==> src/rtl/binned_count_sum_average_core_macros.svh <==
// Assertion macros shared by the binned count, sum and average block.
`ifndef BINNED_COUNT_SUM_AVERAGE_CORE_MACROS_SVH
`define BINNED_COUNT_SUM_AVERAGE_CORE_MACROS_SVH

// Same-cycle implication, checked on every rising clock edge outside reset.
`define BCSA_ASSERT_NOW(name, clk, rst, cond, prop, msg) \
   name: assert property (@(posedge clk) disable iff (rst) (cond) |-> (prop)) \
      else $error(msg);

// Next-cycle implication, checked on every rising clock edge outside reset.
`define BCSA_ASSERT_NEXT(name, clk, rst, cond, prop, msg) \
   name: assert property (@(posedge clk) disable iff (rst) (cond) |=> (prop)) \
      else $error(msg);

`endif

==> src/rtl/bcsa_pkg.sv <==
// Package with the constants, types and encodings of the binned count, sum and average block.
package bcsa_pkg;

   localparam int BIN_COUNT  = 2048;
   localparam int COUNT_BITS = 20;
   localparam int SUM_BITS   = 28;

   localparam int IDX_BITS = (BIN_COUNT > 1) ? $clog2(BIN_COUNT) : 1;

   localparam int KIND_BITS      = 1;
   localparam int BIN_INDEX_BITS = 11;
   localparam int RATING_BITS    = 8;
   localparam int OUT_COUNT_BITS = 20;
   localparam int OUT_SUM_BITS   = 28;
   localparam int AVG_BITS       = 16;
   localparam int AVG_FRAC_BITS  = 8;
   localparam int STATUS_BITS    = 2;

   localparam int STEP_BITS = $clog2(AVG_BITS);
   localparam int CMP_BITS  =
      ((SUM_BITS > COUNT_BITS + AVG_FRAC_BITS) ? SUM_BITS : COUNT_BITS + AVG_FRAC_BITS) + 1;

   typedef enum logic [KIND_BITS-1:0] {
      KIND_ADD  = 1'b0,
      KIND_READ = 1'b1
   } kind_type;

   typedef enum logic [STATUS_BITS-1:0] {
      ST_OK    = 2'd0,
      ST_RANGE = 2'd1,
      ST_SAT   = 2'd2
   } status_type;

   typedef enum logic [2:0] {
      S_IDLE,
      S_READ,
      S_UPDATE,
      S_START,
      S_DIVIDE,
      S_RESPOND
   } state_type;

   typedef struct packed {
      logic [COUNT_BITS-1:0] count;
      logic [SUM_BITS-1:0]   sum;
   } row_type;

   typedef struct packed {
      logic                rd_en;
      logic                wr_en;
      logic [IDX_BITS-1:0] addr;
      row_type             wdata;
   } store_cmd_type;

   typedef struct packed {
      logic                  start;
      logic [SUM_BITS-1:0]   sum;
      logic [COUNT_BITS-1:0] count;
   } div_req_type;

   typedef struct packed {
      logic                done;
      logic                busy;
      logic [AVG_BITS-1:0] quotient;
   } div_res_type;

endpackage

==> src/rtl/bcsa_divider.sv <==
// Restoring divider producing the saturated Q8.8 quotient of sum by count, one bit a cycle.
module bcsa_divider (
   input  logic                  clock,
   input  logic                  reset,
   input  bcsa_pkg::div_req_type req,
   output bcsa_pkg::div_res_type res
);
   import bcsa_pkg::*;

   logic                     busy_ff, busy_in;
   logic                     done_ff, done_in;
   logic [STEP_BITS-1:0]     step_ff, step_in;
   logic [COUNT_BITS-1:0]    rem_ff, rem_in;
   logic [COUNT_BITS-1:0]    divisor_ff, divisor_in;
   logic [AVG_BITS-1:0]      bits_ff, bits_in;
   logic [AVG_BITS-1:0]      quot_ff, quot_in;
   logic [COUNT_BITS:0]      trial;
   logic                     fits;
   logic                     too_big;

   // The quotient passes the 16-bit range exactly when sum >= count * 256.
   assign too_big = CMP_BITS'(req.sum) >= (CMP_BITS'(req.count) << AVG_FRAC_BITS);
   assign trial   = {rem_ff, bits_ff[AVG_BITS-1]};
   assign fits    = trial >= {1'b0, divisor_ff};

   always_comb begin
      busy_in    = busy_ff;
      done_in    = 1'b0;
      step_in    = step_ff;
      rem_in     = rem_ff;
      divisor_in = divisor_ff;
      bits_in    = bits_ff;
      quot_in    = quot_ff;
      if (req.start) begin
         divisor_in = req.count;
         step_in    = '0;
         if (req.count == '0) begin
            quot_in = '0;
            done_in = 1'b1;
         end else if (too_big) begin
            quot_in = '1;
            done_in = 1'b1;
         end else begin
            // The upper part of sum already lies below the divisor.
            rem_in  = COUNT_BITS'(req.sum >> AVG_FRAC_BITS);
            bits_in = AVG_BITS'(req.sum[AVG_FRAC_BITS-1:0]) << AVG_FRAC_BITS;
            quot_in = '0;
            busy_in = 1'b1;
         end
      end else if (busy_ff) begin
         rem_in  = fits ? COUNT_BITS'(trial - {1'b0, divisor_ff}) : COUNT_BITS'(trial);
         bits_in = bits_ff << 1;
         quot_in = {quot_ff[AVG_BITS-2:0], fits};
         step_in = step_ff + 1'b1;
         if (step_ff == STEP_BITS'(AVG_BITS - 1)) begin
            busy_in = 1'b0;
            done_in = 1'b1;
         end
      end
   end

   always_ff @(posedge clock) begin
      if (reset) begin
         busy_ff <= 1'b0;
         done_ff <= 1'b0;
         step_ff <= '0;
      end else begin
         busy_ff <= busy_in;
         done_ff <= done_in;
         step_ff <= step_in;
      end
   end

   always_ff @(posedge clock) begin
      rem_ff     <= rem_in;
      divisor_ff <= divisor_in;
      bits_ff    <= bits_in;
      quot_ff    <= quot_in;
   end

   assign res.done     = done_ff;
   assign res.busy     = busy_ff;
   assign res.quotient = quot_ff;
endmodule

==> config.mk <==
export PLATFORM = sky130hd
export DESIGN_NAME = bcsa_divider
export DESIGN_NICKNAME = d
export VERILOG_FILES = /design/src/rtl/binned_count_sum_average_core_macros.svh /design/src/rtl/bcsa_pkg.sv /design/src/rtl/bcsa_divider.sv
export SDC_FILE = /design/constraint.sdc
export NUM_CORES = 1
export LEC_CHECK = 0
export ABC_AREA = 1
export BUFFER_PORTS_ARGS = -buffer_cell sky130_fd_sc_hd__buf_2
export CAP_MARGIN = 15
export CORE_AREA = 2 2 110 112
export DETAILED_ROUTE_END_ITERATION = 6
export DIE_AREA = 0 0 112 114
export PLACE_DENSITY = 0.64
export SLEW_MARGIN = 25
export SYNTH_ARGS = -nofsm -noshare
export SYNTH_HDL_FRONTEND = slang
export SYNTH_SLANG_ARGS = --single-unit
export TNS_END_PERCENT = 50
==> constraint.sdc <==
create_clock -name clock -period 4.1 [get_ports clock]
set_clock_uncertainty 0.05 [all_clocks]
set_input_delay 0.82 -clock clock [delete_from_list [all_inputs] [get_ports clock]]
set_output_delay 0.82 -clock clock [all_outputs]
set_load 0.05 [all_outputs]
Word-level counts from Yosys, hierarchy flattened:

Cells that the tools add are included.

* register bits: 78
* input port bits: 51
* logic and storage cells: 42

* add/subtract/negate cells: 2
* magnitude comparators: 2
* eq/ne operators: 3
* multiplexer cells: 23
* reduce and logical (&&, ||, !) cells: 5

Operators by type and width (count)
* 16-bit two-way mux: 8
* 20-bit two-way mux: 5
* 28-bit >= comparator: 1
* 21-bit by 20-bit >= comparator with 1-bit output: 1
* 20-bit logical NOT: 1
* 20-bit subtractor: 1
* 1-bit two-way mux: 10
* 4-bit by 1-bit adder with 4-bit output (second input constant): 1
* 4-bit equality test (second input constant): 1
* 2-bit != test (second input constant): 2
* 3-bit AND reduction: 1
* 2-bit AND reduction: 1
* 2-bit nonzero test: 1
* 2-bit OR reduction: 1

Depth between registers and ports, before layout:

* depth after elaboration: 4
* depth in mapped cells: 15
* gate-level depth less buffers: 15

Least setup slack after synthesis:

OpenSTA, ideal clock, no wires.

* path kind: input to register
* start: input req[11] in the netlist's numbering
* end: register bits_ff[10] (enable)
* library setup time: 423 ps
* arrival time: 3055 ps
* required time: 3627 ps
* path slack: 572 ps
* stages on the path: 8
* cell sequence: inv_1 -> ha_1 -> a21o_1 -> nor2_1 -> nand2_1 -> nand2_1 -> nand4_1 -> a21oi_1

* cells in the longest elaborated chain, start to end: 3
* elaborated cells on any way between the ends: 5

RTL lines
* start: declaration: RTL line bcsa_divider.sv:5 `input bcsa_pkg::div_req_type req,`
* 28-bit >= comparator / 20-bit logical NOT (equally long branches): RTL line bcsa_divider.sv:22, bcsa_divider.sv:37
* 2-bit != test (no line)
* 3-bit AND reduction (no line) (*)
* end signal: assignment: RTL line bcsa_divider.sv:77 `bits_ff <= bits_in;`
* end: declaration: RTL line bcsa_divider.sv:15 `logic [AVG_BITS-1:0] bits_ff, bits_in;`

Every way passes the cells marked *; elsewhere a longest branch is shown, timed or not.
A chain may end at the register's enable or synchronous reset.

Worst setup path in the final report:

* start: register rem_ff[13]
* end: register rem_ff[19] (data pin)

* cells in the longest elaborated chain, start to end: 4
* elaborated cells on any way between the ends: 5

RTL lines
* start: declaration: RTL line bcsa_divider.sv:13 `logic [COUNT_BITS-1:0] rem_ff, rem_in;`
* start signal: assignment: RTL line bcsa_divider.sv:75 `rem_ff <= rem_in;`
* 20-bit subtractor / 21-bit by 20-bit >= comparator with 1-bit output (equally long branches): RTL line bcsa_divider.sv:51, bcsa_divider.sv:24
* 20-bit two-way mux (*): RTL line bcsa_divider.sv:51 `rem_in = fits ? COUNT_BITS'(trial - {1'b0, divisor_ff}) : COUNT_BITS'(trial);`
* 20-bit two-way mux (*): RTL line bcsa_divider.sv:50 `end else if (busy_ff) begin`
* 20-bit two-way mux (*): RTL line bcsa_divider.sv:34 `if (req.start) begin`
* net rem_in[19]: RTL line bcsa_divider.sv:13

The timed path passes the listed nets; every way through them passes the cells marked *. The select of a mux whose other input is x is not followed.

==> results.md <==
Layout:
- The antenna diode count is 0.
- The post-synthesis to final-layout area growth is 14.86%.
- The final layout net count is 828.
- Summing all flip-flop and latch instances after layout gives 2042 um2.
- The multi-input logic area is 2497 um2.
- The layout has 1,157 filler cells.
- The post-route netlist has 14.73% of its cells at a drive strength greater than 1.

GRT:
- The global-route wire length before repair is 20,150 um.
- The global router's overall resource usage is 19.61%.
- The initial antenna violation count was 0.
- The sum of overflow across all layers after global routing is 0.
- The number of global-route vias before repair came to 4,311.
- The maximum number of pins on one net before global-route repair is 32.

Placement:
- Port buffering added 68 buffers.
- Detailed placement ended at an HPWL of 9455 um.
- Routability-driven placement finished with a final weighted congestion of 0.8778.

Critical path:
- Of all nets on the critical path, the largest fanout is 21.
- Data on the critical path is required at its endpoint by 4140 ps.
- The startpoint identified for the worst register-to-register timing path is rem_ff[13]$_DFFE_PP_.
- The critical path starts at rem_ff[13]$_DFFE_PP_.
- The most prevalent standard cell on the critical path is nand2_1.
- For the worst setup path, the data arrival time is 2760 ps.
- The peak per-stage delay on the critical path is 430 ps.
- The highest-delay cell along the critical path is nor2_4.
- The signal on the critical path passes through ha_1, nand2_1, nand2_1, nand2_1, nand2_1, nand2_1, nand2_1, nor2_4, nand2_4, nand2_1, nand2_1, nand2_1, nand2_1.
- The kind of capture point of the worst setup path is a register.
- The count of buffer and inverter cells on the critical path is 0.
- STA classifies the critical path startpoint as a register.
- The start-to-end type of the worst setup path is reg2reg.
- In this design, the largest share of critical-path delay is due to simple AND/OR/NAND/NOR gates.

Detailed routing:
- The post-route DRC violation count is 0.
- The routed layout has 4,371 vias.
- The average via count per standard cell is 4.928.
- After detailed routing, the average wire length per cell comes to 13.49 um.
- The number of nets still failing antenna checks after routing is 0.
- The routed design has 11,970 um of wire.
- The number of DRC violations after detailed-routing iteration 0 is 224.
- The number of iterations in the first detailed-routing pass is 5.

Synthesis:
- The share of the Yosys chip area taken by registers is 40.22%.
- The portion of synthesized area spent on multiplexers is 0%.
- The number of synthesis warnings is 0.
- The average instance area after synthesis is 7.601 um2.
- After synthesis the netlist holds a flip-flop and latch count of 70.
- The post-synth design cell area is 5077 um2.
- The main combinational cell family by area after synthesis is simple AND/OR/NAND/NOR gates.
- The post-synthesis share of cell area spent on xor and xnor gates is 1.380%.
- Summing the areas of all compound-gate instances in the mapped netlist gives 4.485% of the synthesized area.
- The post-synthesis simple-gate area fraction is 32.75%.
- The post-synthesis net count is 761.
- The cell count after synthesis came out at 668.
- The number of unique standard cell types used by synthesis is 38.
- The synthesized-area fraction occupied by adder cells is 10.50%.

STA:
- At the pin with the least slew margin, the transition time is 649.0 ps.
- Setup violations remaining at the end of the flow were counted as 0.
- Counting I/O delays and the setup requirement, the final critical path takes 2720 ps.
- The part of the cycle the worst path needs is 66.34%.
- The final-layout setup total negative slack is 0 ps.
- The number of max-slew violations in the final report is 0.
- Headroom to the max-slew limit came out at 56.69%.
- Timing would allow up to 367.6 MHz.
- The count of endpoints failing hold in the final timing report is 0.
- Setup repair after global routing left no endpoint under its margin.

Clock network:
- The maximum clock insertion buffer count is 2.
- The cell chosen for the clock root is clkbuf_16.
- TritonCTS built the clock tree.
- The clock net in this run drives a total of 70 sinks.
- For the worst-skew pair, the clock arrives at the later sink with an insertion delay of 330 ps.
- After clock tree synthesis, the repair step resized 0 gates.
- The total CTS buffers is 9.
- The clock edge transition at the registers on the reported setup and hold paths is 50 ps.
- Buffers added to address setup during post-CTS repair amount to 0.
- The H-tree level count is 3.
- The number of hold buffers added after CTS was 0.

Floorplanning:
- The die extent in x is 112 um.
- The die is 114 um tall.
- The starting density of the core is 43.35%.
- Pin placement for this block handled 69 I/O pins.
- The die outline area is 12,770 um2.
- In this run the core area contains 40 standard-cell rows.
- In this run the standard cell core region covers 11,710 um2.

Pwr:
- The maximum vdd drop is 310.8 uV.
- The power per standard cell area is 464.9 nW/um2.
- Summed over all cells, the static leakage comes to 3.039 nW.
- The design draws 2.712 mW.

Min path:
- The worst hold path begins at step_ff[3]$_SDFFE_PP0P_.
- In this run the worst hold path is classified as reg2reg.

Flow run:
- The tool flagged a number of max-cap violations equal to 0.

Status:
- The flow ran to the end, and the final reports show no timing, DRC or antenna violations.
## area by class of cell
cell class | count | area share, %
Clock inverter | 7 | 1.523
Inverter | 115 | 7.402
Sequential cell | 70 | 35.01
Timing Repair Buffer | 71 | 6.222
Multi-Input combinational cell | 468 | 42.82
Clock buffer | 9 | 3.862
Tap cell | 147 | 3.154
## synthesized netlist by cell type, drive strengths merged
| cell | count | area (um2) |
|---|---|---|
| nor3 | 5 | 35.03 |
| o21a | 2 | 15.01 |
| nor2 | 41 | 168.9 |
| a211oi | 1 | 7.510 |
| nand3 | 43 | 235.2 |
| o21ai | 13 | 68.82 |
| a21oi | 25 | 128.9 |
| nand2 | 253 | 982.2 |
| or2 | 1 | 6.260 |
| nor4 | 1 | 6.260 |
| xor2 | 2 | 17.52 |
| nand4 | 8 | 50.05 |
| inv | 115 | 431.7 |
| dfxtp | 6 | 120.1 |
| nand3b | 22 | 165.2 |
| ha | 41 | 513.0 |
| nor3b | 1 | 7.510 |
| fa | 1 | 20.02 |
| a21o | 1 | 7.510 |
| nand2b | 1 | 6.260 |
| edfxtp | 64 | 1922 |
| xnor2 | 6 | 52.55 |
| buf | 9 | 77.57 |
| clkbuf | 6 | 32.53 |
## flip-flops by register name (all words and copies together) (netlist names)
register and flops:
done_ff 1, step_ff 4, quot_ff 16, bits_ff 8
busy_ff 1, rem_ff 20, divisor_ff 20
## metal layers
metal  global-route usage [%]  share of wire, %  vias up
li1                         -                 -     2264
met1                    25.37                47     1980
met2                    32.32                46      104
met3                    3.401               4.6       23
met4                    9.024               3.0        0
met5                        0                 0        -
## layout by cell type (no fill, tap or decap), types with 2 or more instances in the layout
master,n
clkbuf_16,9
bufinv_16,2
nor3_1,3
nor3_2,2
nand3_1,39
xor2_1,2
clkinv_1,2
xnor2_1,6
buf_4,3
nor2_2,3
a21oi_1,23
nand3b_1,22
o21a_1,2
nand2_1,244
ha_1,41
buf_2,68
nand3_2,4
nor2_1,37
inv_1,114
nand2_4,2
o21ai_1,2
o21ai_0,10
nand4_1,8
a21oi_2,2
nand2_2,7
edfxtp_1,64
dfxtp_1,6
## through the flow
step                      setup WS [ps]  utilization, %  area [um2]  hold WS (ps)  instances
after floorplan                   572.5               -        5077         408.7        668
after global placement             1281           47.12        5518         431.7        871
after detailed placement           1219           47.12        5518         433.5        871
after CTS                          1342           49.80        5832         446.5        887
after global routing               1157           49.80        5832         479.0        887
final                              1380           49.80        5832         441.7        887
## report_power, final
| part | internal [mW] | switching, mW | leakage, nW |
|---|---|---|---|
| registers | 0.900 | 0.0421 | 0.684 |
| logic | 0.324 | 0.634 | 2.20 |
| clock network | 0.527 | 0.284 | 0.150 |
## path summary, 6_finish.rpt
kind | endpoint | depth (start not counted) | slack (ps)
worst max-delay path | rem_ff[19]$_DFFE_PP_ | 13 | 1380
worst min-delay path | step_ff[3]$_SDFFE_PP0P_ | 1 | 440
worst max register to register | rem_ff[19]$_DFFE_PP_ | 13 | 1380
worst min register to register | step_ff[3]$_SDFFE_PP0P_ | 1 | 440
## cell families (layout without fill, tap and decap cells)
logic type | Yosys count | after routing
simple gates | 376 | 376
buf+inv | 130 | 202
flops | 70 | 70
fa+ha+maj | 42 | 42
compound gates | 42 | 42
xor+xnor | 8 | 8
Power figures use the tool's default switching activity.
